## src/yrc_pkg.sv

```systemverilog
package yrc_pkg;

    // Largest frame the luma store and the position counters are sized for
    localparam int MAX_WIDTH  = 640;
    localparam int MAX_HEIGHT = 480;

    // Field widths of the stream and configuration payloads
    localparam int W_W = 10;
    localparam int H_W = 9;

    localparam int NPIX_W     = $clog2(MAX_WIDTH * MAX_HEIGHT + 1);
    localparam int POS_W      = $clog2(2 * MAX_WIDTH * MAX_HEIGHT + 1);
    localparam int LUMA_DEPTH = (MAX_WIDTH * MAX_HEIGHT) / 2;
    localparam int LUMA_AW    = $clog2(LUMA_DEPTH);
    localparam int CNT_W      = $clog2(POS_W + 1);

    typedef enum logic [1:0] {
        CFG_PIXEL_FORMAT = 2'd0,
        CFG_FRAME_WIDTH  = 2'd1,
        CFG_FRAME_HEIGHT = 2'd2
    } cfg_index_t;

    typedef enum logic {
        FMT_YUYV = 1'b0,
        FMT_NV12 = 1'b1
    } fmt_t;

    // Where the byte now on the input sits within the frame
    typedef struct packed {
        fmt_t                 fmt;
        logic                 in_range;
        logic                 luma;
        logic                 chroma_first;
        logic                 group_end;
        logic                 last_frame;
        logic                 may_produce;
        logic [1:0]           phase;
        logic [W_W-1:0]       col;
        logic [H_W-1:0]       row;
        logic [LUMA_AW-1:0]   ia;
        logic [W_W-2:0]       half;
        logic [LUMA_AW-1:0]   luma_addr;
        logic                 luma_lane;
    } pos_info_t;

    typedef struct packed {
        logic [7:0]     luma;
        logic [7:0]     cb;
        logic [7:0]     cr;
        logic [W_W-1:0] px;
        logic [H_W-1:0] py;
        logic           lg;
        logic           lf;
    } pix_req_t;

    typedef struct packed {
        logic [7:0]     red;
        logic [7:0]     green;
        logic [7:0]     blue;
        logic [W_W-1:0] px;
        logic [H_W-1:0] py;
        logic           lg;
        logic           lf;
    } pix_res_t;

endpackage

```

## src/yrc_pos_track.sv

```systemverilog
module yrc_pos_track (
    input  logic                    aclk,
    input  logic                    aresetn,
    input  logic                    cfg_valid,
    input  logic [1:0]              cfg_index,
    input  logic [9:0]              cfg_data,
    input  logic                    step,
    input  logic                    frame_start,
    output logic                    busy,
    output yrc_pkg::pos_info_t      info
);

    typedef enum logic [2:0] {
        TR_GEOM,
        TR_MUL,
        TR_TOT,
        TR_DIV,
        TR_ADDR,
        TR_RUN
    } tr_state_t;

    localparam int W_W     = yrc_pkg::W_W;
    localparam int H_W     = yrc_pkg::H_W;
    localparam int NPIX_W  = yrc_pkg::NPIX_W;
    localparam int POS_W   = yrc_pkg::POS_W;
    localparam int LUMA_AW = yrc_pkg::LUMA_AW;
    localparam int CNT_W   = yrc_pkg::CNT_W;

    function automatic logic [W_W-1:0] width_in_use(input logic [W_W-1:0] v);
        logic [W_W-1:0] r;
        begin
            r = v;
            if (v < W_W'(2)) r = W_W'(2);
            else if (v > W_W'(yrc_pkg::MAX_WIDTH)) r = W_W'(yrc_pkg::MAX_WIDTH);
            width_in_use = {r[W_W-1:1], 1'b0};
        end
    endfunction

    function automatic logic [H_W-1:0] height_in_use(input logic [H_W-1:0] v);
        logic [H_W-1:0] r;
        begin
            r = v;
            if (v < H_W'(2)) r = H_W'(2);
            else if (v > H_W'(yrc_pkg::MAX_HEIGHT)) r = H_W'(yrc_pkg::MAX_HEIGHT);
            height_in_use = {r[H_W-1:1], 1'b0};
        end
    endfunction

    tr_state_t              state_reg, state_next;
    yrc_pkg::fmt_t          fmt_reg, fmt_next;
    logic [W_W-1:0]         fw_reg, fw_next;
    logic [H_W-1:0]         fh_reg, fh_next;
    logic [W_W-1:0]         w_reg, w_next;
    logic [H_W-1:0]         h_reg, h_next;
    logic [NPIX_W-1:0]      npix_reg, npix_next;
    logic [POS_W-1:0]       total_reg, total_next;
    logic [POS_W-1:0]       pos_reg, pos_next;
    logic [W_W-1:0]         col_reg, col_next;
    logic [H_W-1:0]         row_reg, row_next;
    logic [LUMA_AW-1:0]     ia_reg, ia_next;
    logic [POS_W-1:0]       dvd_reg, dvd_next;
    logic [W_W-1:0]         rem_reg, rem_next;
    logic [CNT_W-1:0]       cnt_reg, cnt_next;

    logic [POS_W-1:0]       pos_e;
    logic [W_W-1:0]         col_e;
    logic [H_W-1:0]         row_e;
    logic [LUMA_AW-1:0]     ia_e;
    logic [W_W-2:0]         half;
    logic                   is_nv12;
    logic                   in_range, luma, group_end;
    logic                   reg_in_range, reg_luma;
    logic                   wrap;
    logic [W_W:0]           trial;
    logic [POS_W-1:0]       diff;
    logic [H_W-1:0]         row_n;
    logic [NPIX_W-1:0]      addr_full;

    assign is_nv12 = (fmt_reg == yrc_pkg::FMT_NV12);
    assign half    = w_reg[W_W-1:1];

    // A frame start restarts the counters for this very byte
    assign pos_e = frame_start ? '0 : pos_reg;
    assign col_e = frame_start ? '0 : col_reg;
    assign row_e = frame_start ? '0 : row_reg;
    assign ia_e  = frame_start ? '0 : ia_reg;

    assign in_range  = (pos_e < total_reg);
    assign luma      = is_nv12 && (pos_e < POS_W'(npix_reg));
    assign group_end = in_range && (is_nv12 ? (!luma && pos_e[0]) : (pos_e[1:0] == 2'b11));

    assign reg_in_range = (pos_reg < total_reg);
    assign reg_luma     = is_nv12 && (pos_reg < POS_W'(npix_reg));

    assign wrap = ({1'b0, col_e} + (W_W+1)'(2)) >= {1'b0, w_reg};

    assign trial = {rem_reg, dvd_reg[POS_W-1]};
    assign diff  = pos_reg - POS_W'(npix_reg);
    assign row_n = is_nv12 ? {dvd_reg[H_W-2:0], 1'b0} : dvd_reg[H_W-1:0];
    assign addr_full = NPIX_W'(row_n) * NPIX_W'(w_reg) + NPIX_W'(rem_reg);

    always_comb begin
        info.fmt          = fmt_reg;
        info.in_range     = in_range;
        info.luma         = luma;
        info.chroma_first = in_range && is_nv12 && !luma && !pos_e[0];
        info.group_end    = group_end;
        info.last_frame   = ((pos_e + POS_W'(1)) == total_reg);
        info.may_produce  = reg_in_range &&
                            (is_nv12 ? (!reg_luma && pos_reg[0]) : (pos_reg[1:0] == 2'b11));
        info.phase        = pos_e[1:0];
        info.col          = col_e;
        info.row          = row_e;
        info.ia           = ia_e;
        info.half         = half;
        info.luma_addr    = pos_e[LUMA_AW:1];
        info.luma_lane    = pos_e[0];
    end

    assign busy = (state_reg != TR_RUN);

    always_comb begin
        state_next = state_reg;
        fmt_next   = fmt_reg;
        fw_next    = fw_reg;
        fh_next    = fh_reg;
        w_next     = w_reg;
        h_next     = h_reg;
        npix_next  = npix_reg;
        total_next = total_reg;
        pos_next   = pos_reg;
        col_next   = col_reg;
        row_next   = row_reg;
        ia_next    = ia_reg;
        dvd_next   = dvd_reg;
        rem_next   = rem_reg;
        cnt_next   = cnt_reg;

        case (state_reg)
            TR_GEOM: begin
                w_next     = width_in_use(fw_reg);
                h_next     = height_in_use(fh_reg);
                state_next = TR_MUL;
            end
            TR_MUL: begin
                npix_next  = NPIX_W'(w_reg) * NPIX_W'(h_reg);
                state_next = TR_TOT;
            end
            TR_TOT: begin
                total_next = is_nv12 ? (POS_W'(npix_reg) + POS_W'(npix_reg >> 1))
                                     : {npix_reg, 1'b0};
                // Pixel offset whose column and row are wanted
                if (!is_nv12) begin
                    dvd_next = {pos_reg[POS_W-1:2], 1'b0};
                end else if (pos_reg >= POS_W'(npix_reg)) begin
                    dvd_next = {diff[POS_W-1:1], 1'b0};
                end else begin
                    dvd_next = '0;
                end
                rem_next   = '0;
                cnt_next   = '0;
                state_next = TR_DIV;
            end
            TR_DIV: begin
                // Restoring division by the width, one quotient bit a cycle
                if (trial >= {1'b0, w_reg}) begin
                    rem_next = W_W'(trial - {1'b0, w_reg});
                    dvd_next = {dvd_reg[POS_W-2:0], 1'b1};
                end else begin
                    rem_next = trial[W_W-1:0];
                    dvd_next = {dvd_reg[POS_W-2:0], 1'b0};
                end
                cnt_next = cnt_reg + CNT_W'(1);
                if (cnt_reg == CNT_W'(POS_W - 1)) begin
                    state_next = TR_ADDR;
                end
            end
            TR_ADDR: begin
                col_next   = rem_reg;
                row_next   = row_n;
                ia_next    = addr_full[NPIX_W-1:1];
                state_next = TR_RUN;
            end
            TR_RUN: begin
                if (step && in_range) begin
                    pos_next = pos_e + POS_W'(1);
                    col_next = col_e;
                    row_next = row_e;
                    ia_next  = ia_e;
                    if (group_end) begin
                        if (wrap) begin
                            col_next = '0;
                            row_next = row_e + (is_nv12 ? H_W'(2) : H_W'(1));
                            ia_next  = ia_e + LUMA_AW'(1) + LUMA_AW'(half);
                        end else begin
                            col_next = col_e + W_W'(2);
                            ia_next  = ia_e + LUMA_AW'(1);
                        end
                    end
                end
            end
            default: begin
                state_next = TR_GEOM;
            end
        endcase

        // Any register write reruns the geometry and position sums
        if (cfg_valid) begin
            case (cfg_index)
                yrc_pkg::CFG_PIXEL_FORMAT: fmt_next = yrc_pkg::fmt_t'(cfg_data[0]);
                yrc_pkg::CFG_FRAME_WIDTH:  fw_next  = cfg_data;
                yrc_pkg::CFG_FRAME_HEIGHT: fh_next  = cfg_data[H_W-1:0];
                default: ;
            endcase
            state_next = TR_GEOM;
        end
    end

    always_ff @(posedge aclk) begin
        if (!aresetn) begin
            state_reg <= TR_GEOM;
            fmt_reg   <= yrc_pkg::FMT_YUYV;
            fw_reg    <= W_W'(yrc_pkg::MAX_WIDTH);
            fh_reg    <= H_W'(yrc_pkg::MAX_HEIGHT);
            w_reg     <= '0;
            h_reg     <= '0;
            npix_reg  <= '0;
            total_reg <= '0;
            pos_reg   <= '0;
            col_reg   <= '0;
            row_reg   <= '0;
            ia_reg    <= '0;
            dvd_reg   <= '0;
            rem_reg   <= '0;
            cnt_reg   <= '0;
        end else begin
            state_reg <= state_next;
            fmt_reg   <= fmt_next;
            fw_reg    <= fw_next;
            fh_reg    <= fh_next;
            w_reg     <= w_next;
            h_reg     <= h_next;
            npix_reg  <= npix_next;
            total_reg <= total_next;
            pos_reg   <= pos_next;
            col_reg   <= col_next;
            row_reg   <= row_next;
            ia_reg    <= ia_next;
            dvd_reg   <= dvd_next;
            rem_reg   <= rem_next;
            cnt_reg   <= cnt_next;
        end
    end

endmodule

```

## config.mk

```make
export PLATFORM = sky130hd
export DESIGN_NAME = yrc_pos_track
export DESIGN_NICKNAME = d
export VERILOG_FILES = /design/src/yrc_pkg.sv /design/src/yrc_pos_track.sv
export SDC_FILE = /design/constraint.sdc
export NUM_CORES = 1
export LEC_CHECK = 0
export BUFFER_PORTS_ARGS = -buffer_cell sky130_fd_sc_hd__buf_2
export CAP_MARGIN = 20
export CELL_PAD_IN_SITES_DETAIL_PLACEMENT = 1
export CELL_PAD_IN_SITES_GLOBAL_PLACEMENT = 1
export CORE_MARGIN = 5
export CORE_UTILIZATION = 35
export CTS_CLUSTER_SIZE = 24
export DETAILED_ROUTE_END_ITERATION = 12
export HOLD_SLACK_MARGIN = 0.08
export PLACE_DENSITY_LB_ADDON = 0.2
export SLEW_MARGIN = 20
export SYNTH_ARGS = -nofsm -noshare
export SYNTH_HDL_FRONTEND = slang
export SYNTH_SLANG_ARGS = --single-unit
```

## constraint.sdc

```tcl
create_clock -name aclk -period 13.22 [get_ports aclk]
set_input_delay 0.661 -clock aclk [delete_from_list [all_inputs] [get_ports aclk]]
set_output_delay 0.661 -clock aclk [all_outputs]
set_load 0.05 [all_outputs]
```

; Word level (Yosys, flattened, before mapping)
; Index checks and enable logic that the tools add are counted.
[word_totals]
latch_bits = 0
n_memories = 0
ram_bits = 0
input_bits = 17
wordCells = 113
out_inout_bits = 75
rom_bits = 0
ff_bits = 169
[op_classes]
div = 0
n_mux = 34
addsub = 11
mul = 2
bitwise_logic = 2
eq_ne = 14
magnitude_cmp = 11
n_shift = 0
reduce_logical = 24
[ops]
columns = op, count
row1 = $mux W20, 4
row2 = $mux W18, 4
row3 = $mux W10, 7
row4 = $mux W9, 7
row5 = $lt A20 B19 Y1, 2
row6 = $lt A20 B20 Y1, 2
row7 = $pmux W10 S2, 2
row8 = $pmux W20 S2, 1
row9 = $pmux W18 S2, 1
row10 = $ge A11 B10 Y1, 2
row11 = $add A19 B18 Y20, 1
row12 = $add A20 B1 Y20 const B, 1
row13 = $eq A20 B20 Y1, 1
row14 = $ge A20 B19 Y1, 1
row15 = $sub A20 B19 Y20, 1
row16 = $add A19 B10 Y19, 1
row17 = $add A18 B1 Y18 const B, 1
row18 = $add A18 B9 Y18, 1
row19 = $mul A9 B9 Y18, 1
row20 = $pmux W3 S6, 1
row21 = $pmux W9 S2, 1
row22 = $mul A9 B8 Y17, 1
row23 = $reduce_and A2 Y1, 6
row24 = $add A10 B2 Y11 const B, 1
row25 = other kinds (27), 47

; Logic depth before layout (Yosys ltp)
[logic_depth]
ltp_word = 10
ltp_mapped = 24
depth_no_buf = 22

; Worst setup path after synthesis
; Ideal clock, no wire load.
[synth_timing]
path_kind = register to register
startpoint = register fmt_reg
endpoint = register ia_reg[15]
n_path_buf = 3
stages_incl_launch_ff = 22
required_time_ps = 13128
setup_time_ps = 92
arrival_time_ps = 6038
period_less_slack_ps = 6130
path_slack_ps = 7090
cell_sequence = dfxtp_1 > buf_2 > buf_1 > buf_1 > mux2i_1 > nor2_1 > fa_1 > fa_1 > fa_1 > inv_1 > fa_1 > inv_1 > ha_1 > or3_1 > o2111ai_1 > o31ai_1 > a311oi_1 > o21ai_0 > or3_1 > xor2_1 > nor2_1 > o32ai_1
[synth_between]
elab_chain_len = 8
word_cells_on_any_way = 11
cone_classes = 1 x add/sub / 1 x mul / 5 x mux / 4 x reduce/logical
[synth_rtl]
columns = element, line
row1 = from (decl), yrc_pos_track.sv:50  ; yrc_pkg::fmt_t fmt_reg, fmt_next;
row2 = from (signal assigned), yrc_pos_track.sv:222  ; fmt_reg <= yrc_pkg::FMT_YUYV;
row3 = from (signal assigned), yrc_pos_track.sv:238  ; fmt_reg <= fmt_next;
row4 = branches (longest 7 deep; another with $add A19 B10 Y19), n/a
row5 = $pmux W18 S2 *, yrc_pos_track.sv:139  ; case (state_reg)
row6 = to (signal assigned), yrc_pos_track.sv:248  ; ia_reg <= ia_next;
row7 = to (decl), yrc_pos_track.sv:60  ; logic [LUMA_AW-1:0] ia_reg, ia_next;
; Mark *: on every way between the ends. The select of a mux whose other input is x is not followed.
; A chain may end at the register's enable or synchronous reset.

; Final worst setup path
[layout_timing]
startpoint = register fmt_reg
endpoint = register ia_reg[16]
; The elaborated chain is that of the path after synthesis.

==> metrics.yaml <==
detailed_routing:
  via_per_inst: 5.65
  first_pass_iters: 5
  route.detailed.drc: 0
  vias: 17600
  drtAntennaViolNets: 0
  drtIter0Drc: 980
  drt-wirelength-per-cell_um: 21.4
  wl_um: 66600
clock_network:
  cts_root_buf: "clkbuf_16"
  hold_buffers: 0
  cts_setup_buffers: 0
  clock_latency_ps: 500
  cts_tree: "built"
  path_clk_slew_ps: 80
  clk_path_buf_depth: 2
  ctsResizeCount: 0
  cts.sinks: 168
  htreeDepth: 4
  numCtsBuffers: 17
job:
  maxCapViolations: 0
finish:
  n_antenna_cell: 0
  final_nets: 2728
  drive_gt1_share_pct: 8.26
  final_core_util_pct: 38.6
  multiInputGateArea_sq_um: 14100
  area_delta_synth_final_pct: 8.72
  fill_cells: 6487
  seq_area_sq_um: 3370
floorplan:
  rows: 84
  design.core.area_sq_um: 52900
  ios: 92
  die_y_um: 242
  die-area_sq_um: 58400
  dieWidth_um: 242
  initial_utilization_pct: 35.5
setup_path:
  rr_endpoint: "ia_reg[16]$_SDFFE_PN0P_"
  rr_worst_depth: 20
  endpoint: "ia_reg[16]$_SDFFE_PN0P_"
  critPathArrivalTime_ps: 6850
  crit_family: "adder cells"
  path_max_fanout: 45
  startpoint_type: "register"
  worstSetupPathType: "reg -> reg"
  cpPeakStageDelay_ps: 660
  rr_startpoint: "fmt_reg$_SDFFE_PN0P_"
  reg2reg_slack_ps: 6730
  critical_path_buf_inv_count: 4
  path_common_cell: "fa_1"
  crit_start: "fmt_reg$_SDFFE_PN0P_"
  end_kind: "register"
  cp.depth: 20
  critical_path_required_ps: 13580
  crit_path_cell_trace: "buf_4 -> nor2b_1 -> nand2_1 -> fa_1 -> fa_1 -> inv_1 -> fa_1 -> inv_1 -> fa_1 -> inv_1 -> ha_1 -> nand3_1 -> o211ai_1 -> nor2_1 -> xnor2_1 -> nor4b_1 -> nor4b_2 -> xnor2_1 -> o21ai_0 -> o22ai_1"
  crit_path_top_delay_cell: "nor4b_1"
place:
  hpwl_um: 51900
  gp_congestion: 0.892
  port_buffers: 91
power:
  power_density_nw_per_um2: 63.0
  power.leakage_nw: 9.12
  vdd_ir_drop_max_mv: 0.109
logic_synthesis:
  netlist.area_leader.share_pct: 17.9
  syn_nets: 2715
  yosys.area.top_type: "dfxtp_1"
  synthTopCellsByArea: "dfxtp_1 (18%), ha_1 (14%), fa_1 (10%)"
  synth-async-reset-ratio_pct: 0
  synth-edff-count: 0
  ys_seq_area_share_pct: 17.9
  syn_area_per_cell_sq_um: 7.83
  ys_top_cells_by_count: "nand2_1 (248), ha_1 (204), nor2_1 (204)"
  synth.most_common_cell: "nand2_1"
  syn_inst: 2396
  synth_cell_type_count: 101
  synth_ff_type: "dfxtp_1"
  ys_warn_count: 0
  mappedNetlistArea_sq_um: 18800
  synth_seq_cells: 168
timing:
  tightest_slew_ps: 1130
  maxSlewViolCount: 0
  finalHoldViolCount: 0
  finClkSkew_ps: 20.0
  setup_viol: 0
  min_period_ps: 6490
  rsz0062_at_grt: "false"
  period_share_pct: 49.1
  fmax_mhz: 154
  max-slew-margin-rel_pct: 24.3
  fin_tns_setup_ps: 0
global_route:
  grt_util_all_layers_pct: 22.5
  antenna_found_initial: 1
  overflow: 0
  grt_pass1_wl_um: 106000
  grt_pass1_vias: 18200
  grt_max_degree: 69
status:
  status: "finished clean"
worst_hold_path:
  hold_path_class: "in -> reg"
[per-stage QoR]
| stage | hold WS, ps | power [mW] | cells | setup WS (ps) | area, sq um |
|---|---|---|---|---|---|
| 2_1_floorplan | 431 | 0.692 | 2396 | 7090 | 18800 |
| 3_3_place_gp | 447 | 0.751 | 3078 | 7030 | 19800 |
| 3_5_place_dp | 460 | 0.757 | 3078 | 6760 | 19800 |
| 4_1_cts | 346 | 1.30 | 3110 | 6720 | 20400 |
| 5_1_grt | 379 | 1.35 | 3110 | 6240 | 20400 |
| 6_report | 384 | 1.29 | 3110 | 6730 | 20400 |
[worst register-to-register path, stage by stage (launching register included)]
cell and delay [ps]:
dfxtp_2 320, buf_4 310, nor2b_1 590, nand2_1 170
fa_1 540, fa_1 550, inv_1 60, fa_1 540
inv_1 60, fa_1 520, inv_1 40, ha_1 350
nand3_1 100, o211ai_1 380, nor2_1 100, xnor2_1 370
nor4b_1 660, nor4b_2 360, xnor2_1 90, o21ai_0 180
o22ai_1 90
[placed cells by master, fill, tap and decap left out, types with 7 or more instances in the layout]
master     instances
fa_1              98
nand4_1           21
a2111oi_0          7
mux2i_1           32
nand2b_1          30
nand2_1          248
xor2_1            45
a22oi_1           14
and2_1            68
a21o_1            31
nor2b_1           65
nor2_1           204
o31ai_1            7
xnor2_1           88
o41ai_1            7
inv_1            202
o211ai_1          15
or3_1             13
o221ai_1           8
a21oi_1          153
a211oi_1          31
dfxtp_1          166
a31oi_1           20
nand3b_1          31
clkbuf_16         17
nand3_1           57
nor4_1            15
buf_2             90
o21bai_1          10
o21ai_0          135
a221oi_1          21
nor3_1            65
and3_1            14
mux2_2             9
o21a_1            14
ha_1             204
buf_4             28
[cells by family (layout without fill, tap and decap cells)]
kind of cell               count (synthesis)  after routing  share of synthesized area [%]
buffers and inverters                    330            356                           6.90
adders and majority gates                302            302                           24.0
muxes                                     43             43                           2.41
and+or+nand+nor                          876            876                           23.6
DFF                                      168            168                           17.9
AOI/OAI and AO/OA                        544            544                           19.0
xor gates and xnor gates                 133            133                           6.21
[final cells by class]
cell class | instances | area share (%)
Clock buffer | 17 | 2.08
Clock inverter | 15 | 0.963
Inverter | 206 | 3.80
Multi-Input combinational cell | 1898 | 69.2
Sequential cell | 168 | 16.5
Tap cell | 688 | 4.22
Timing Repair Buffer | 118 | 3.24
[how the worst min path moves through the flow]
stage                              from                  endpoint  slack, ps  cells after the start
2_1_floorplan    fh_reg[0]$_SDFFE_PN0P_    fh_reg[0]$_SDFFE_PN0P_        430                      2
3_5_place_dp   dvd_reg[11]$_SDFFE_PN0P_  dvd_reg[11]$_SDFFE_PN0P_        460                      2
4_1_cts                     cfg_data[9]    fw_reg[9]$_SDFFE_PN1P_        350                      3
3_3_place_gp    row_reg[8]$_SDFFE_PN0P_   row_reg[8]$_SDFFE_PN0P_        450                      2
6_report                    cfg_data[9]    fw_reg[9]$_SDFFE_PN1P_        380                      3
5_1_grt                     cfg_data[9]    fw_reg[9]$_SDFFE_PN1P_        380                      3
[report_power, final]
part / internal (mW) / switching (mW) / leakage, nW
registers: 0.515 / 0.0169 / 1.36
logic: 0.0738 / 0.140 / 7.46
clock network: 0.259 / 0.281 / 0.301
[layer usage]
metal  vias to the layer above  wire (um)  part of all wire, %  GRT usage, %
met3                        63       2710                  4.1          3.83
li1                       8359          -                    -             -
met5                         -          0                    0             0
met4                         0       1180                  1.8          5.52
met2                       349      29800                   45          35.9
met1                      8789      32900                   49          31.9
Power figures use the tool's default switching activity.
