`src/yrc_pkg.sv`:
```
package yrc_pkg;

    // Largest frame the luma store and the position counters are sized for
    localparam int MAX_WIDTH  = 640;
    localparam int MAX_HEIGHT = 480;

    // Field widths of the stream and configuration payloads
    localparam int W_W = 10;
    localparam int H_W = 9;

    localparam int NPIX_W     = $clog2(MAX_WIDTH * MAX_HEIGHT + 1);
    localparam int POS_W      = $clog2(2 * MAX_WIDTH * MAX_HEIGHT + 1);
    localparam int LUMA_DEPTH = (MAX_WIDTH * MAX_HEIGHT) / 2;
    localparam int LUMA_AW    = $clog2(LUMA_DEPTH);
    localparam int CNT_W      = $clog2(POS_W + 1);

    typedef enum logic [1:0] {
        CFG_PIXEL_FORMAT = 2'd0,
        CFG_FRAME_WIDTH  = 2'd1,
        CFG_FRAME_HEIGHT = 2'd2
    } cfg_index_t;

    typedef enum logic {
        FMT_YUYV = 1'b0,
        FMT_NV12 = 1'b1
    } fmt_t;

    // Where the byte now on the input sits within the frame
    typedef struct packed {
        fmt_t                 fmt;
        logic                 in_range;
        logic                 luma;
        logic                 chroma_first;
        logic                 group_end;
        logic                 last_frame;
        logic                 may_produce;
        logic [1:0]           phase;
        logic [W_W-1:0]       col;
        logic [H_W-1:0]       row;
        logic [LUMA_AW-1:0]   ia;
        logic [W_W-2:0]       half;
        logic [LUMA_AW-1:0]   luma_addr;
        logic                 luma_lane;
    } pos_info_t;

    typedef struct packed {
        logic [7:0]     luma;
        logic [7:0]     cb;
        logic [7:0]     cr;
        logic [W_W-1:0] px;
        logic [H_W-1:0] py;
        logic           lg;
        logic           lf;
    } pix_req_t;

    typedef struct packed {
        logic [7:0]     red;
        logic [7:0]     green;
        logic [7:0]     blue;
        logic [W_W-1:0] px;
        logic [H_W-1:0] py;
        logic           lg;
        logic           lf;
    } pix_res_t;

endpackage

```
`src/yrc_pix_math.sv`:
```
module yrc_pix_math (
    input  logic                aclk,
    input  logic                aresetn,
    input  logic                req_valid,
    output logic                req_ready,
    input  yrc_pkg::pix_req_t   req,
    output logic                res_valid,
    input  logic                res_ready,
    output yrc_pkg::pix_res_t   res
);

    function automatic logic signed [19:0] sx(input logic signed [9:0] a);
        sx = {{10{a[9]}}, a};
    endfunction

    // Round-down by 256, then saturate to a byte
    function automatic logic [7:0] sat(input logic signed [19:0] t);
        if (t[19]) sat = 8'h00;
        else if (t[18:16] != 3'b000) sat = 8'hFF;
        else sat = t[15:8];
    endfunction

    logic signed [9:0]  c_s, d_s, e_s;
    logic signed [19:0] m298_reg, m409_reg, m100_reg, m208_reg, m516_reg;
    logic signed [19:0] r_sum, g_sum, b_sum;
    logic [yrc_pkg::W_W-1:0] p1_x_reg;
    logic [yrc_pkg::H_W-1:0] p1_y_reg;
    logic               p1_lg_reg, p1_lf_reg;
    logic               p1_valid_reg;
    logic               p2_ready;

    assign c_s = $signed({2'b00, req.luma}) - 10'sd16;
    assign d_s = $signed({2'b00, req.cb}) - 10'sd128;
    assign e_s = $signed({2'b00, req.cr}) - 10'sd128;

    assign p2_ready  = !res_valid || res_ready;
    assign req_ready = !p1_valid_reg || p2_ready;

    assign r_sum = m298_reg + m409_reg + 20'sd128;
    assign g_sum = m298_reg - m100_reg - m208_reg + 20'sd128;
    assign b_sum = m298_reg + m516_reg + 20'sd128;

    always_ff @(posedge aclk) begin
        if (!aresetn) begin
            p1_valid_reg <= 1'b0;
            res_valid    <= 1'b0;
        end else begin
            if (req_ready) begin
                p1_valid_reg <= req_valid;
            end
            if (p2_ready) begin
                res_valid <= p1_valid_reg;
            end
        end
    end

    always_ff @(posedge aclk) begin
        if (req_ready && req_valid) begin
            m298_reg <= sx(c_s) * 20'sd298;
            m409_reg <= sx(e_s) * 20'sd409;
            m100_reg <= sx(d_s) * 20'sd100;
            m208_reg <= sx(e_s) * 20'sd208;
            m516_reg <= sx(d_s) * 20'sd516;
            p1_x_reg  <= req.px;
            p1_y_reg  <= req.py;
            p1_lg_reg <= req.lg;
            p1_lf_reg <= req.lf;
        end
        if (p2_ready && p1_valid_reg) begin
            res.red   <= sat(r_sum);
            res.green <= sat(g_sum);
            res.blue  <= sat(b_sum);
            res.px    <= p1_x_reg;
            res.py    <= p1_y_reg;
            res.lg    <= p1_lg_reg;
            res.lf    <= p1_lf_reg;
        end
    end

endmodule

```
`config.mk`:
```
export PLATFORM = sky130hd
export DESIGN_NAME = yrc_pix_math
export DESIGN_NICKNAME = d
export VERILOG_FILES = /design/src/yrc_pkg.sv /design/src/yrc_pix_math.sv
export SDC_FILE = /design/constraint.sdc
export NUM_CORES = 1
export LEC_CHECK = 0
export BUFFER_PORTS_ARGS = -buffer_cell sky130_fd_sc_hd__buf_2
export CAP_MARGIN = 40
export CORE_AREA = 2 2 199 162
export CTS_BUF_LIST = sky130_fd_sc_hd__clkbuf_4
export CTS_CLUSTER_SIZE = 30
export DETAILED_ROUTE_END_ITERATION = 10
export DIE_AREA = 0 0 201 164
export PLACE_DENSITY = 0.56
export SYNTH_ARGS = -nofsm -noshare
export SYNTH_HDL_FRONTEND = slang
export SYNTH_SLANG_ARGS = --single-unit
```
`constraint.sdc`:
```
create_clock -name aclk -period 13.07 [get_ports aclk]
set_input_delay 1.9605 -clock aclk [delete_from_list [all_inputs] [get_ports aclk]]
set_output_delay 1.9605 -clock aclk [all_outputs]
set_load 0.01 [all_outputs]
```
== Word level (Yosys, flattened, before mapping) ==
Cells that the tools add are included.
W data, S select, Z words.
Word-level totals
  output and inout port bits: 47
  logic and storage cells: 45
  input bits: 49
  register bits: 159
Cells by class
  mux-type cells: 3
  add/subtract/negate cells: 10
  reductions and logical operators: 9
  multiply operators: 5
Operators by type and width (count)
  $add A20 B9 Y20 const B: 3
  $add A20 B20 Y20: 2
  $sub A20 B20 Y20: 2
  $mul A9 B9 Y18 const B: 2
  $mux W8: 3
  $mul A9 B10 Y19 const B: 1
  $sub A8 B8 Y9 const B: 2
  $mul A9 B6 Y15 const B: 1
  $mul A9 B5 Y14 const B: 1
  $reduce_bool A3 Y1: 3
  $sub A8 B5 Y9 const B: 1
  $logic_and A1 B1 Y1: 2
  $logic_not A1 Y1: 2
  $logic_or A1 B1 Y1: 2

== Depth between registers and ports, before layout ==
Gate-level depths: netlist of the first run.
  depth in word-level cells: 5
  depth in mapped cells: 19

== Least setup slack after synthesis of the first run ==
Ideal clock, no wire load.
  path kind: input port to flip-flop
  start: in req[41] (netlist bit)
  end: reg m298_reg[18] (data pin)
  required time: 12.797 ns
  setup slack: 7.124 ns
  cell stages on the path: 17
  arrival: 5.673 ns
  path buffers: 1
  cells stage by stage: inv_1 -> ha_1 -> nor3b_1 -> buf_1 -> ha_1 -> ha_1 -> inv_1 -> fa_1 -> fa_1 -> inv_1 -> ha_1 -> o21ai_1 -> a21boi_1 -> o211ai_1 -> a21oi_1 -> o31ai_1 -> xnor2_1
On the way
  word-level cells in the longest chain between the ends: 2
Ends and longest elaborated chain
  from (decl): RTL line yrc_pix_math.sv:6  | input yrc_pkg::pix_req_t req,
  $sub A8 B5 Y9: RTL line yrc_pix_math.sv:32  | assign c_s = $signed({2'b00, req.luma}) - 10'sd16;
  $mul A9 B9 Y18: RTL line yrc_pix_math.sv:59  | m298_reg <= sx(c_s) * 20'sd298;
  to (signal assigned): RTL line yrc_pix_math.sv:59
  to (decl): RTL line yrc_pix_math.sv:24  | logic signed [19:0] m298_reg, m409_reg, m100_reg, m208_reg, m516_reg;
Every way passes these cells.
A chain may end at the register's enable or synchronous reset.

== Worst setup path after layout of the first run ==
Same ends and word-level chain as after synthesis.

==> flow_metrics.py, run 1 <==
metrics = {
    "run_status": {
        "status": "completed",
    },
    "power_and_ir_drop": {
        "leakage_uw": 0.00645,
        "power.density_nw_per_um2": 206,
        "ir_drop_mv": 0.0996,
    },
    "drt": {
        "viasPerCell": 4.93,
        "vias": 7912,
        "wl_per_cell_um": 15.3,
        "wl_mm": 24.5,
        "drc_errors": 0,
        "final_antenna_net_count": 0,
        "drt_first_pass_iters": 7,
        "first_iter_violations": 323,
    },
    "timing": {
        "max_freq_mhz": 180,
        "finalHoldViolCount": 0,
        "hold_ws_ns": 0.418,
        "relSlewSlack_pct": 53.7,
        "rsz0062_at_grt": "no",
        "worst_pin_slew_ns": 0.691,
        "fin_worst_skew_ns": 0.0353,
        "drv_slew": 0,
        "min_period_over_period_pct": 42.4,
        "setup_viol": 0,
        "final.min_clock_period_ns": 5.54,
        "fin_setup_tns_ns": 0,
    },
    "die": {
        "die_area_um2": 33000,
        "core_um2": 31000,
        "die_x_um": 201,
        "rows": 58,
        "pin_count": 96,
        "die_h_um": 164,
        "start_util_pct": 39.4,
    },
    "clocking": {
        "cts.clk_slew.worst_paths_ns": 0.18,
        "cts_tree": "built",
        "clock_latency_ns": 0.59,
        "cts_resized": 0,
        "cts_setup_buffers": 0,
        "cts_buffer_depth": 2,
        "cts_buffers": 17,
        "htreeDepth": 4,
        "cts_hold_buffers": 0,
        "root_buffer": "clkbuf_4",
        "clock-sinks": 147,
    },
    "global_route": {
        "grt_pass1_vias": 7834,
        "antenna_found_initial": 1,
        "grt_pass1_wl_mm": 40.4,
        "grt_remaining_overflow": 0,
        "grt_max_degree": 52,
        "grtUsageTotal_pct": 15.6,
    },
    "yosys": {
        "netlist_top_cells_area": "edfxtp_1 36%, ha_1 26%, fa_1 8.9%",
        "syn_inst": 1059,
        "syn_area_um2": 12200,
        "synth_common_cells": "258 x ha_1, 183 x inv_1, 145 x edfxtp_1, 63 x a21oi_1, 54 x fa_1",
        "synth_top_cell_by_area": "edfxtp_1",
        "yosysMostFrequentCell": "ha_1",
        "yosys_warnings": 0,
        "ys_seq_area_share_pct": 36.0,
        "synth_cell_types": 69,
        "synthFlopType": "edfxtp_1",
        "synth-seq-cells": 147,
        "syn-num-nets": 1420,
        "avgSynthCellArea_um2": 11.5,
        "synth_edf_count": 145,
        "async_flop_share_pct": 0,
        "synth.top_cell.area_share_pct": 35.7,
    },
    "worst_setup_path": {
        "critPathSlowestCell": "fa_1",
        "critPathRequiredTime_ns": 13.41,
        "max_stage_delay_ns": 0.54,
        "crit_arrival_ns": 5.88,
        "end_kind": "flip-flop",
        "cpMostUsedCell": "ha_1",
        "path_cells": "buf_2 > inv_1 > ha_1 > nor3b_1 > buf_4 > ha_1 > ha_1 > inv_1 > fa_1 > fa_1 > inv_1 > ha_1 > o21ai_1 > a21boi_1 > o211ai_1 > a21oi_1 > o31ai_1 > xnor2_1",
        "critical_path_class": "in -> reg",
        "cp-start-kind": "primary input",
        "crit_fanout": 12,
    },
    "job": {
        "maxCapViolCount": 0,
    },
    "final_layout": {
        "stdcell_count": 1605,
        "area_growth_pct": 10.9,
        "n_fill_cell": 2920,
        "fin_nets": 1532,
        "multi_input_area_um2": 7110,
        "drive_gt1_share_pct": 12.7,
        "seq_area_um2": 4390,
        "largest_reg_flops": 45,
    },
    "place": {
        "dp_cells": 1572,
        "port_buffers": 95,
        "dp_hpwl_mm": 20.0,
        "gp_congestion": 0.843,
    },
    "worst_hold_path": {
        "worst_hold_path_type": "reg -> reg",
    },
}
==> logic make-up after synthesis <==
family | count (synthesis) | share of synthesized area, %
flip-flops | 147 | 36.0
XOR/XNOR | 72 | 5.23
multiplexers | 3 | 0.256
AND/OR/NAND/NOR | 122 | 5.10
adder cells (fa/ha/maj) | 312 | 35.3
buffers and inverters | 189 | 5.83
AO/OA/AOI/OAI | 214 | 12.3
==> cell usage in the layout, fill, tap and decap left out, drive strengths merged, types with 7 or more instances in the layout <==
cell type,Yosys,final
a21o,20,20
a21oi,65,65
a31oi,19,19
a41oi,8,8
and2,7,7
buf,4,98
clkbuf,1,17
clkinv,0,7
edfxtp,145,145
fa,54,54
ha,258,258
inv,184,191
nand2,23,23
nand3,13,13
nor2,24,24
nor2b,8,8
nor3,18,18
o21a,9,9
o21ai,19,19
o21bai,18,18
o31a,10,10
or2,7,7
xnor2,47,47
xor2,25,25
==> cell type report <==
type | count | area share [%]
Clock buffer | 17 | 0.943
Antenna cell | 1 | 0.0185
Timing Repair Buffer | 98 | 3.68
Inverter | 184 | 5.10
Multi-Input combinational cell | 723 | 52.6
Sequential cell | 147 | 32.5
Clock inverter | 15 | 1.35
Tap cell | 420 | 3.88
==> report_power, final <==
group          switching (uW)  leakage (uW)  internal [uW]
logic                    1010       0.00487            756
registers                65.3       0.00142            655
clock network             206      0.000162           91.3
total                    1280       0.00645           1500
==> critical path: cells and delay by family <==
kind	cells	cell delay (ns)
AOI/OAI and AO/OA	5	0.94
xor gates and xnor gates	1	0.11
adders and majority gates	6	2.08
buffers and inverters	5	0.59
and+or+nand+nor	1	0.19
==> metrics by stage <==
| step | power [uW] | utilization, % | cell area (um2) | worst slack (ns) |
|---|---|---|---|---|
| final | 2780 | 43.7 | 13500 | 7.53 |
| after global routing | 3080 | 43.7 | 13500 | 7.27 |
| after CTS | 2800 | 43.7 | 13500 | 7.55 |
| after detailed placement | 2490 | 42.7 | 13200 | 6.90 |
| after global placement | 2480 | 42.7 | 13200 | 6.98 |
| after floorplan | 2080 | - | 12200 | 7.12 |
==> worst paths after layout <==
check | startpoint | to | slack (ns) | cells past startpoint
max | req[41] | m298_reg[18] | 7.53 | 18
min | p1_y_reg[4] | res[6] | 0.42 | 0
max reg2reg | m298_reg[6] | res[33] | 9.25 | 10
min reg2reg | p1_y_reg[4] | res[6] | 0.42 | 0
==> per-layer routing <==
layer / GRT usage, % / wire [um] / up-vias
li1: - / - / 4019
met1: 22.5 / 12800 / 3745
met2: 24.7 / 10600 / 136
met3: 2.76 / 871 / 12
met4: 3.03 / 172 / 0
met5: 0 / 0 / -
Note: power is estimated with default switching activity, not from simulation.
==> run 2, diff against run 1 <==
==> constraint.sdc (replaced) <==
create_clock -name aclk -period 5.55 [get_ports aclk]
set_input_delay 0.8325 -clock aclk [delete_from_list [all_inputs] [get_ports aclk]]
set_output_delay 0.8325 -clock aclk [all_outputs]
set_load 0.01 [all_outputs]
==> flow_metrics.py, run 2 (synthesized netlist as in run 1, its figures left out) <==
metrics = {
    "worst_setup_path": {
        "r2r_start": "m298_reg[6]",
        "max_stage_delay_ns": 0.54,
        "critPathSlowestCell": "fa_1",
        "critPathRequiredTime_ns": 5.91,
        "cp_top_family": "adder cells",
        "cpMostUsedCell": "ha_1",
        "crit_arrival_ns": 4.71,
        "startpoint": "req[41]",
        "critical_path_class": "in -> reg",
        "path_cells": "buf_2 > inv_1 > ha_1 > nor3b_1 > ha_1 > ha_1 > inv_1 > fa_1 > fa_1 > inv_1 > ha_1 > o21ai_1 > a21boi_1 > o211ai_1 > a21oi_1 > o31ai_1 > xnor2_1",
        "path_buf_inv": 4,
        "crit_fanout": 5,
        "cp-start-kind": "primary input",
        "end_kind": "flip-flop",
    },
    "place": {
        "dp_cells": 1572,
        "dp_hpwl_mm": 20.2,
        "port_buffers": 95,
        "gp_congestion": 0.855,
        "place_area_um2": 13200,
    },
    "timing": {
        "drv_slew": 0,
        "final.min_clock_period_ns": 4.35,
        "finalHoldViolCount": 0,
        "worst_pin_slew_ns": 0.723,
        "fin_worst_skew_ns": 0.0341,
        "rsz0062_at_grt": "no",
        "setup_viol": 0,
        "fin_setup_tns_ns": 0,
        "relSlewSlack_pct": 51.6,
        "min_period_over_period_pct": 78.3,
        "max_freq_mhz": 230,
    },
    "worst_hold_path": {
        "min_from": "req[16]",
        "worst_hold_path_type": "in -> reg",
    },
    "final_layout": {
        "largest_reg_flops": 45,
        "final_cell_area_um2": 13500,
        "fin_nets": 1532,
        "layout_commonest_cell": "ha_1",
        "area_growth_pct": 10.9,
        "stdcell_count": 1606,
        "final_cell_mix": "258 x ha_1, 183 x inv_1, 145 x edfxtp_1, 95 x buf_2, 63 x a21oi_1",
        "n_fill_cell": 2948,
        "drive_gt1_share_pct": 12.7,
    },
    "die": {
        "pin_count": 96,
        "core_um2": 31000,
        "die_x_um": 201,
        "die_area_um2": 33000,
        "rows": 58,
        "die_h_um": 164,
        "start_util_pct": 39.4,
    },
    "global_route": {
        "grt_pass1_vias": 7871,
        "grt_remaining_overflow": 0,
        "grt_max_degree": 52,
        "grtUsageTotal_pct": 15.9,
        "grt_pass1_wl_mm": 40.9,
        "antenna_found_initial": 2,
    },
    "power_and_ir_drop": {
        "ir_drop_mv": 0.273,
        "leakage_uw": 0.00645,
        "power.density_nw_per_um2": 487,
    },
    "clocking": {
        "htreeDepth": 4,
        "cts_setup_buffers": 0,
        "cts_buffer_depth": 2,
        "cts.clk_slew.worst_paths_ns": 0.17,
        "cts_tree": "built",
        "clock_latency_ns": 0.60,
        "cts_hold_buffers": 0,
        "clock-sinks": 147,
        "cts_resized": 0,
        "cts_buffers": 17,
        "root_buffer": "clkbuf_4",
    },
    "run_status": {
        "status": "completed",
    },
    "drt": {
        "vias": 7941,
        "wl_per_cell_um": 15.5,
        "drc_errors": 0,
        "viasPerCell": 4.94,
        "first_iter_violations": 394,
        "drt_first_pass_iters": 5,
        "wl_mm": 24.8,
        "final_antenna_net_count": 0,
    },
    "job": {
        "maxCapViolCount": 0,
    },
}
[run 2: cell type report]
class                   count  area (um2)  share of cell area (%)
inverters                 184         691                    5.10
clock buffers              17         128                   0.943
clock inverters            15         185                    1.37
diodes                      2        5.00                  0.0370
repair buffers             98         498                    3.68
multi-input cells         723        7110                    52.5
well taps                 420         526                    3.88
flip-flops and latches    147        4390                    32.5
[run 2: path summary, 6_finish.rpt]
check	endpoint	slack, ns	depth (start not counted)
worst max-delay path	m298_reg[18]	1.20	17
worst min-delay path	p1_x_reg[5]	0.39	1
worst max register to register	res[31]	1.68	10
worst min register to register	res[15]	0.44	0
[run 2: metrics by stage]
step	power (uW)	utilization [%]	setup slack, ns	hold WS [ns]
4_1_cts	6630	43.7	1.22	0.349
6_report	6590	43.7	1.20	0.388
5_1_grt	7270	43.7	0.879	0.320
2_1_floorplan	4900	-	0.732	0.400
3_3_place_gp	5840	42.7	0.608	0.400
3_5_place_dp	5870	42.7	0.557	0.405
[run 2: report_power, final]
part	internal (uW)	switching [uW]
clock	214	502
sequential	1540	152
combinational	1780	2390
total	3540	3050
[run 2: layer usage]
metal | part of all wire, % | global-route usage, %
met5 | 0 | 0
met4 | 0.75 | 2.79
met3 | 3.5 | 2.92
met2 | 43 | 24.5
met1 | 53 | 23.4
==> run 3, diff against run 2 <==
--- a/config.mk
+++ b/config.mk
@@ -5,13 +5,14 @@
 export SDC_FILE = /design/constraint.sdc
 export NUM_CORES = 1
 export LEC_CHECK = 0
+export ABC_AREA = 1
 export BUFFER_PORTS_ARGS = -buffer_cell sky130_fd_sc_hd__buf_2
 export CAP_MARGIN = 40
-export CORE_AREA = 2 2 199 162
+export CORE_AREA = 2 2 205 167
 export CTS_BUF_LIST = sky130_fd_sc_hd__clkbuf_4
 export CTS_CLUSTER_SIZE = 30
 export DETAILED_ROUTE_END_ITERATION = 10
-export DIE_AREA = 0 0 201 164
+export DIE_AREA = 0 0 207 169
 export PLACE_DENSITY = 0.56
 export SYNTH_ARGS = -nofsm -noshare
 export SYNTH_HDL_FRONTEND = slang
==> constraint.sdc (replaced) <==
create_clock -name aclk -period 4.2 [get_ports aclk]
set_input_delay 0.63 -clock aclk [delete_from_list [all_inputs] [get_ports aclk]]
set_output_delay 0.63 -clock aclk [all_outputs]
set_load 0.01 [all_outputs]
==> flow_metrics.py, run 3 <==
metrics = {
    "run_status": {
        "status": "completed",
    },
    "worst_setup_path": {
        "critPathRequiredTime_ns": 4.56,
        "max_stage_delay_ns": 0.55,
        "critPathSlowestCell": "fa_1",
        "crit_arrival_ns": 4.12,
        "critical_path_class": "in -> reg",
        "cpMostUsedCell": "inv_1",
        "path_cells": "buf_2 > clkinvlp_4 > ha_4 > xnor2_1 > inv_1 > ha_1 > ha_1 > inv_1 > fa_1 > fa_1 > inv_1 > ha_4 > a21oi_2 > o21ai_2 > nand2_1 > nand2_1 > a21oi_2 > o21ai_1 > buf_4 > xor2_1",
        "startpoint": "req[41]",
        "end_kind": "flip-flop",
        "crit_fanout": 4,
        "r2r_end": "res[34]",
        "rrSetupSlack_ns": 1.03,
        "r2r_start": "m298_reg[14]",
        "cp-start-kind": "primary input",
        "r2r_cells": 10,
    },
    "power_and_ir_drop": {
        "netSwitchingPower_uw": 4670,
        "switching_share_pct": 47.6,
        "ir_drop_mv": 0.435,
        "clockPowerShare_pct": 11.3,
        "leakage_uw": 0.00758,
        "combinationalPowerShare_pct": 66.1,
        "power.density_nw_per_um2": 663,
        "power.internal_uw": 5140,
        "seq_power_share_pct": 22.6,
    },
    "clocking": {
        "cts_tree": "built",
        "cts_resized": 0,
        "clock_latency_ns": 0.59,
        "cts_hold_buffers": 0,
        "clock-sinks": 147,
        "cts_buffer_depth": 2,
        "root_buffer": "clkbuf_4",
        "htreeDepth": 4,
        "cts_setup_buffers": 0,
        "cts_buffers": 17,
        "cts.clk_slew.worst_paths_ns": 0.15,
    },
    "yosys": {
        "avgSynthCellArea_um2": 9.52,
        "async_flop_share_pct": 0,
        "synthFlopType": "edfxtp_1",
        "synth.top_cell.area_share_pct": 33.5,
        "synth-seq-cells": 147,
        "yosysMostFrequentCell": "ha_1",
        "syn-num-nets": 1724,
        "syn_inst": 1363,
        "ys_seq_area_share_pct": 33.8,
        "synth_top_cell_by_area": "edfxtp_1",
        "netlist_top_cells_area": "edfxtp_1 34%, ha_1 25%, fa_1 8.3%",
        "syn_area_um2": 13000,
        "synth_common_cells": "258 x ha_1, 256 x inv_1, 240 x nand2_1, 145 x edfxtp_1, 89 x a21oi_1",
        "synth_cell_types": 39,
        "synth_edf_count": 145,
        "yosys_warnings": 0,
    },
    "place": {
        "port_buffers": 95,
        "place_area_um2": 14400,
        "dp_cells": 1939,
        "dp_hpwl_mm": 23.3,
        "gp_congestion": 0.868,
        "dp_slack_ns": -0.191,
    },
    "die": {
        "core_um2": 33000,
        "die_area_um2": 35000,
        "rows": 60,
        "pin_count": 96,
        "die_x_um": 207,
        "start_util_pct": 39.3,
        "die_h_um": 169,
    },
    "final_layout": {
        "area_growth_pct": 14.0,
        "final_cell_mix": "256 x ha_1, 253 x inv_1, 240 x nand2_1, 145 x edfxtp_1, 95 x buf_2",
        "largest_reg_flops": 45,
        "final_cell_area_um2": 14800,
        "drive_gt1_share_pct": 13.3,
        "fin_nets": 1885,
        "layout_commonest_cell": "ha_1",
        "stdcell_count": 1972,
        "n_fill_cell": 3178,
    },
    "drt": {
        "wl_mm": 27.5,
        "final_antenna_net_count": 0,
        "drc_errors": 0,
        "vias": 9180,
        "drt_first_pass_iters": 5,
        "wl_per_cell_um": 13.9,
        "first_iter_violations": 501,
        "viasPerCell": 4.66,
    },
    "timing": {
        "finalHoldViolCount": 0,
        "max_freq_mhz": 266,
        "fin_worst_skew_ns": 0.0353,
        "hold_ws_ns": 0.202,
        "worst_pin_slew_ns": 0.787,
        "fin_setup_tns_ns": 0,
        "setup_viol": 0,
        "rsz0062_at_grt": "no",
        "relSlewSlack_pct": 47.6,
        "min_period_over_period_pct": 89.5,
        "layout_setup_ws_ns": 0.440,
        "drv_slew": 0,
        "final.min_clock_period_ns": 3.76,
    },
    "worst_hold_path": {
        "min_to": "p1_x_reg[8]",
        "worst_hold_path_type": "in -> reg",
        "hold_depth": 1,
        "min_from": "req[19]",
    },
    "global_route": {
        "grt_remaining_overflow": 0,
        "antenna_found_initial": 1,
        "grt_max_degree": 59,
        "grt_pass1_wl_mm": 45.5,
        "grtUsageTotal_pct": 16.3,
        "grt_pass1_vias": 8800,
    },
    "job": {
        "maxCapViolCount": 0,
    },
}
==> run 3: cell types whose count changed after synthesis, sizes merged, moves of 13 or more <==
| cell | change |
|---|---|
| a21oi | +25 |
| inv | +74 |
| nor3 | -13 |
| o21ai | +14 |
| xnor2 | -20 |
| a31oi | -17 |
| nand2 | +224 |
| a21o | -13 |
| nor2 | +59 |
| xor2 | +20 |
| o21bai | -13 |
| nand3 | +53 |
==> run 3: logic make-up (layout without fill, tap and decap cells) <==
family                     Yosys count  count (layout)  synth area share (%)
and+or+nand+nor                    421             421                  13.9
AOI/OAI and AO/OA                  153             153                  6.51
buffers and inverters              258             432                  7.46
xor gates and xnor gates            72              72                  5.06
DFF                                147             147                  33.8
adders and majority gates          312             312                  33.2
other                                0               1                     0
==> run 3: cell type report <==
cell class,count,area (um2),area share (%)
multi-input combinational,958,7680,51.9
clock buffer,18,135,0.913
inverter,258,975,6.58
timing repair buffer,142,841,5.68
tap,434,543,3.67
sequential,147,4390,29.7
antenna,1,2.50,0.0169
clock inverter,14,235,1.59
==> run 3: worst max-delay path, delay by kind of cell <==
family | cells | cell delay [ns]
compound gates | 4 | 0.42
xor+xnor | 2 | 0.31
fa+ha+maj | 6 | 2.03
buf+inv | 6 | 0.59
simple gates | 2 | 0.12
==> run 3: power groups by stage <==
stage / Sequential (uW) / Clock (uW) / Combinational [uW]
global route: 2250 / 1210 / 7400
finish: 2220 / 1110 / 6480
global placement: 2260 / 0 / 6370
floorplan: 2210 / 0 / 4760
CTS: 2230 / 1140 / 6460
detailed placement: 2270 / 0 / 6400
==> run 3: how the worst max path moves through the flow <==
stage / to / cells past startpoint
6_report: m298_reg[14] / 20
5_1_grt: m298_reg[16] / 21
4_1_cts: m298_reg[17] / 18
3_5_place_dp: m298_reg[17] / 18
3_3_place_gp: m298_reg[16] / 21
2_1_floorplan: m298_reg[16] / 20
==> run 3: through the flow <==
step	util [%]	total power, uW
floorplan	-	6970
global placement	43.7	8620
detailed placement	43.7	8670
CTS	44.8	9830
global route	44.8	10900
finish	44.8	9810
==> run 3: routing by layer <==
layer	GRT usage, %	vias up	wire (um)
met5	0	-	0
met4	3.76	0	268
met3	2.65	17	1290
met2	23.8	193	11100
met1	25.0	4108	14900
li1	-	4862	-
